### config.mk
export PLATFORM = sky130hd
export DESIGN_NAME = rdsl_fifo
export DESIGN_NICKNAME = d
export VERILOG_FILES = /design/src/hw/rtl/rdsl_fifo.sv
export SDC_FILE = /design/constraint.sdc
export NUM_CORES = 1
export LEC_CHECK = 0
export BUFFER_PORTS_ARGS = -buffer_cell sky130_fd_sc_hd__clkbuf_2
export CORE_MARGIN = 10
export CORE_UTILIZATION = 45
export CTS_BUF_LIST = sky130_fd_sc_hd__clkbuf_16
export DETAILED_ROUTE_END_ITERATION = 12
export PLACE_DENSITY = 0.67
export SLEW_MARGIN = 20
export SYNTH_ARGS = -nofsm -noshare
export SYNTH_HDL_FRONTEND = slang
export SYNTH_SLANG_ARGS = --single-unit
### constraint.sdc
create_clock -name clk -period 7.62 [get_ports clk]
set_clock_uncertainty 0.15 [all_clocks]
set_input_delay 0.762 -clock clk [delete_from_list [all_inputs] [get_ports clk]]
set_output_delay 0.762 -clock clk [all_outputs]
set_load 0.03 [all_outputs]
### src/hw/rtl/rdsl_fifo.sv
// rdsl_fifo: short register queue of frame totals between front and back.
// no package dependency.
`timescale 1ns / 1ps
`default_nettype none
module rdsl_fifo #(
  parameter int WIDTH = 72,
  parameter int DEPTH = 2
) (
  input  wire logic             clk,
  input  wire logic             rst,
  input  wire logic             push,
  input  wire logic [WIDTH-1:0] din,
  input  wire logic             pop,
  output logic      [WIDTH-1:0] dout,
  output logic                  full,
  output logic                  empty
);

  localparam int PTR_W = (DEPTH > 1) ? $clog2(DEPTH) : 1;
  localparam int CNT_W = $clog2(DEPTH + 1);

  logic [WIDTH-1:0] mem [DEPTH];
  logic [PTR_W-1:0] wr_ptr;
  logic [PTR_W-1:0] rd_ptr;
  logic [CNT_W-1:0] fill;

  function automatic logic [PTR_W-1:0] bump(input logic [PTR_W-1:0] p);
    return (p == PTR_W'(DEPTH - 1)) ? '0 : p + 1'b1;
  endfunction

  assign full  = (fill == CNT_W'(DEPTH));
  assign empty = (fill == '0);
  assign dout  = mem[rd_ptr];

  always_ff @(posedge clk) begin
    if (push) begin
      mem[wr_ptr] <= din;
    end
  end

  always_ff @(posedge clk) begin
    if (rst) begin
      wr_ptr <= '0;
      rd_ptr <= '0;
      fill   <= '0;
    end else begin
      if (push) begin
        wr_ptr <= bump(wr_ptr);
      end
      if (pop) begin
        rd_ptr <= bump(rd_ptr);
      end
      if (push && !pop) begin
        fill <= fill + 1'b1;
      end else if (pop && !push) begin
        fill <= fill - 1'b1;
      end
    end
  end

  a_no_overflow: assert property (@(posedge clk) disable iff (rst)
    full && !pop |-> !push)
    else $error("queue written while full");
  a_no_underflow: assert property (@(posedge clk) disable iff (rst)
    pop |-> !empty)
    else $error("queue read while empty");
  a_fill_step: assert property (@(posedge clk) disable iff (rst)
    push && !pop |=> !empty)
    else $error("queue lost an item");

endmodule
`default_nettype wire

# --- After elaboration in Yosys (flattened, before gate mapping) ---
# Memory sizes are Yosys's and may differ from the RTL's. A register that Yosys moved wholly into a read port is not among the register bits.
# Index checks and enable logic that the tools add are counted.
classes:
  add_sub_neg: 4
  n_mul: 0
  div: 0
  order_cmp: 0
  n_eq_ne: 1
  n_shift: 0
  mux: 8
  bitwise: 0
  n_reduce_logical: 6
ops:
  columns: ["cell", "count"]
  rows:
  - ["2-to-1 mux 1 bit", 6]
  - ["2-to-1 mux 2 bit", 2]
  - ["adder 1 bit, second input constant", 2]
  - ["adder 2 x 1 -> 2 bit, second input constant", 1]
  - ["== test 2 bit, second input constant", 1]
  - ["logical AND 1 bit", 2]
  - ["logical NOT 1 bit", 2]
  - ["logical NOT 2 bit", 1]
  - ["nonzero test 2 bit", 1]
  - ["subtractor 2 x 1 -> 2 bit, second input constant", 1]
word_totals:
  ff_bits: 4
  latchBits: 0
  ramBits: 144
  romBits: 0
  wordCells: 23
  memories: 1
mem_list:
  columns: ["name", "depth", "word_bits", "rd", "rd_ports_with_merged_regs", "wr", "line_no", "text"]
  rows:
  - ["mem", 2, 72, 1, 1, 1, "22", "logic [WIDTH-1:0] mem [DEPTH];"]

# --- Longest topological paths before layout ---
depth:
  word_depth: 4
  ltp_mapped: 5
  ltp_nobuf: 5

# --- Least setup slack after synthesis ---
# OpenSTA, ideal clock, no wires.
synth_timing:
  path_type: "input to register"
  from: "in push"
  to: "mem mem[0][0], enable pin"
  arrival_time_ns: 3.918
  path_slack_ns: 3.041
  cell_stages: 1
  path_buffers: 0
  cell_sequence: "nor2b_1"
synth_via:
  elab_chain_cells: 2
synth_lines:
  columns: ["item", "line_no", "text"]
  rows:
  - ["start, declared", "11", "input wire logic push,"]
  - ["2-to-1 mux 1 bit", "36", "if (push) begin"]
  - ["2-to-1 mux 1 bit (not written as such)", "37", "mem[wr_ptr] <= din;"]
  - ["end, declared", "22", null]
# Every way passes these cells.

==> flow_summary.yaml <==
outcome:
  outcome: "finished, final reports clean"
synth:
  synth_nets: 323
  avgSynthCellArea_um2: 22.07
  syn_area_um2: 5429
  yosysWarnings: 0
  synth_cells: 246
  synth-seq-cells: 149
  synth_cell_types: 16
  seq_area_frac_synth_pct: 81.49
global_routing:
  grt-ovfl-total: 0
  met1_usage_pct: 13.94
  grt_pass1_vias: 3118
  grt_pass1_wl_mm: 15.97
  use_met2_pct: 20.55
  gr-max-usage-layer: "met2"
  grt.total_usage_pct: 12.73
  grt_util_met3_pct: 6.126
  antenna_found_initial: 0
  grt_max_degree: 73
floorplanning:
  chipWidth_um: 129.8
  die-area_um2: 16860
  die_h_um: 129.8
  core_um2: 11910
  io_pins: 150
  rows: 40
  initial_core_util_pct: 45.58
critical_path:
  critPathArrivalTime_ns: 2.07
  endpoint_kind: "output pin"
  critPathMaxFanout: 72
  worstPathRequired_ns: 6.71
  critPathKind: "register to output pin"
  r2r_start: "wr_ptr"
  start_kind: "register"
clock_tree:
  clk_pin_slew_ns: 0.05
  hold_buffers: 0
  cts_max_level: 4
  numClockSinks: 149
  insertion_delay_ns: 0.40
  cts_root_buffer: "clkbuf_16"
  cts_setup_buffers: 0
  clockBufferDepth: 2
  cts_buffers: 17
  ctsResizeCount: 0
  cts_tree: "done"
timing:
  rsz0062_at_grt: "false"
  finalSetupViolCount: 0
  slew_headroom_pct: 32.89
  fin_tns_setup_ns: 0
  finalHoldViolations: 0
  fmax_mhz: 335.0
  timing.final.crit_share_pct: 39.17
  worstMarginPinSlew_ns: 1.007
  slew_violations: 0
  fin_crit_ns: 2.985
cells_and_area:
  num-fill-cells: 942
  area_growth_pct: 26.87
  layout.nets: 484
  drive_above_1_share_pct: 60.24
  diodes: 0
  final_util_pct: 57.83
place:
  io_buffers: 149
  gp_congestion: 0.6892
power:
  seq_power_share_pct: 47.6
  leakage_nw: 2.647
  p_sw_share_pct: 23.28
  ir_drop_mv: 0.1415
  intPower_mw: 1.583
  p_clk_share_pct: 40.3
  power_frac_comb_pct: 12.0
  p_switching_mw: 0.4804
  finalPower_mw: 2.064
  power_density_nw_per_um2: 299.6
hold_path:
  hp-start: "rd_ptr"
  hold_path.class: "register to register"
flow_run:
  drv_cap: 0
route:
  post_drt_via_cell_ratio: 4.877
  wl_per_cell_um: 18.51
  dr_total_vias: 2765
  ant_nets: 0
  totalWireLength_mm: 10.50
  dr.pass1.iters: 4
  remaining_drc_errors: 0
  drt-initial-drc-count: 173
-- cell usage in the layout, fill, tap and decap left out, types with 2 or more instances in the layout --
cell type,instances
xor2_1,2
xnor2_1,2
edfxtp_1,144
clkbuf_16,17
dfxtp_1,4
inv_1,2
nor2_1,5
bufinv_16,4
mux2_2,72
clkinv_2,6
clkinv_1,4
clkbuf_2,149
-- area by class of cell --
cell class / count / area [µm²] / share of cell area (%)
inverter: 1 / 3.754 / 0.05450
clock buffer: 17 / 425.4 / 6.176
tap: 147 / 183.9 / 2.670
timing repair buffer: 150 / 753.2 / 10.94
sequential: 149 / 4428 / 64.29
clock inverter: 15 / 168.9 / 2.452
multi-input combinational: 88 / 924.6 / 13.42
-- worst max-delay path, stage by stage, from the launching register on --
cell	delay, ns
dfxtp_4	0.95
mux2_2	0.44
clkbuf_2	0.19
-- cell usage after synthesis --
| cell type | count | share of area [%] |
|---|---|---|
| edfxtp_1 | 144 | 80 |
| mux2_2 | 72 | 15 |
| buf_6 | 7 | 1.5 |
| dfxtp_1 | 5 | 1.8 |
| nor2_1 | 5 | 0.35 |
| xnor2_1 | 2 | 0.32 |
| xor2_1 | 2 | 0.32 |
| a21oi_1 | 1 | 0.092 |
| and2_1 | 1 | 0.12 |
| and2b_2 | 1 | 0.16 |
| buf_4 | 1 | 0.14 |
| ha_1 | 1 | 0.23 |
| inv_1 | 1 | 0.069 |
| nor2b_1 | 1 | 0.12 |
| o21ai_0 | 1 | 0.092 |
| or3_1 | 1 | 0.12 |
-- kinds of logic (layout without fill, tap and decap cells) --
group                      Yosys count  after routing  share of synthesized area [%]
and+or+nand+nor                      9              9                         0.8530
AOI/OAI and AO/OA                    2              2                         0.1842
xor gates and xnor gates             4              4                         0.6454
adders and majority gates            1              1                         0.2304
buffers and inverters                9            183                          1.659
DFF                                149            149                          81.49
muxes                               72             72                          14.93
-- through the flow --
stage | worst slack [ns] | cell area, µm² | cells | hold slack (ns)
2_1_floorplan | 3.041 | 5429 | 246 | 0.3114
3_3_place_gp | 5.051 | 6294 | 535 | 0.3300
3_5_place_dp | 5.048 | 6294 | 535 | 0.3509
4_1_cts | 4.600 | 6888 | 567 | 0.3639
5_1_grt | 4.533 | 6888 | 567 | 0.3684
6_report | 4.635 | 6888 | 567 | 0.3586
-- power groups by stage --
stage               clock network [mW]  logic [mW]  registers [mW]
floorplan                            0       0.187           0.985
global placement                     0       0.250           0.999
detailed placement                   0       0.253            1.00
CTS                              0.848       0.254           0.985
global route                     0.886       0.265           0.990
finish                           0.832       0.248           0.983
-- path summary, 6_finish.rpt --
kind                            slack (ns)    endpoint  cells past startpoint
worst min-delay path                  0.36      rd_ptr                      2
worst min register to register        0.36      rd_ptr                      2
worst max register to register        5.80  mem[1][56]                      1
worst max-delay path                  4.64    dout[49]                      2
-- registers in the layout, indices dropped and copies added (netlist names), named ones only --
signal  count
rd_ptr      1
fill        2
mem       144
wr_ptr      1
-- layer usage --
layer / up-vias / wire length (µm)
met3: 14 / 963
met5: - / 0
met2: 106 / 5204
met1: 1348 / 4176
li1: 1297 / -
met4: 0 / 152
(Power assumes the default switching activity.)
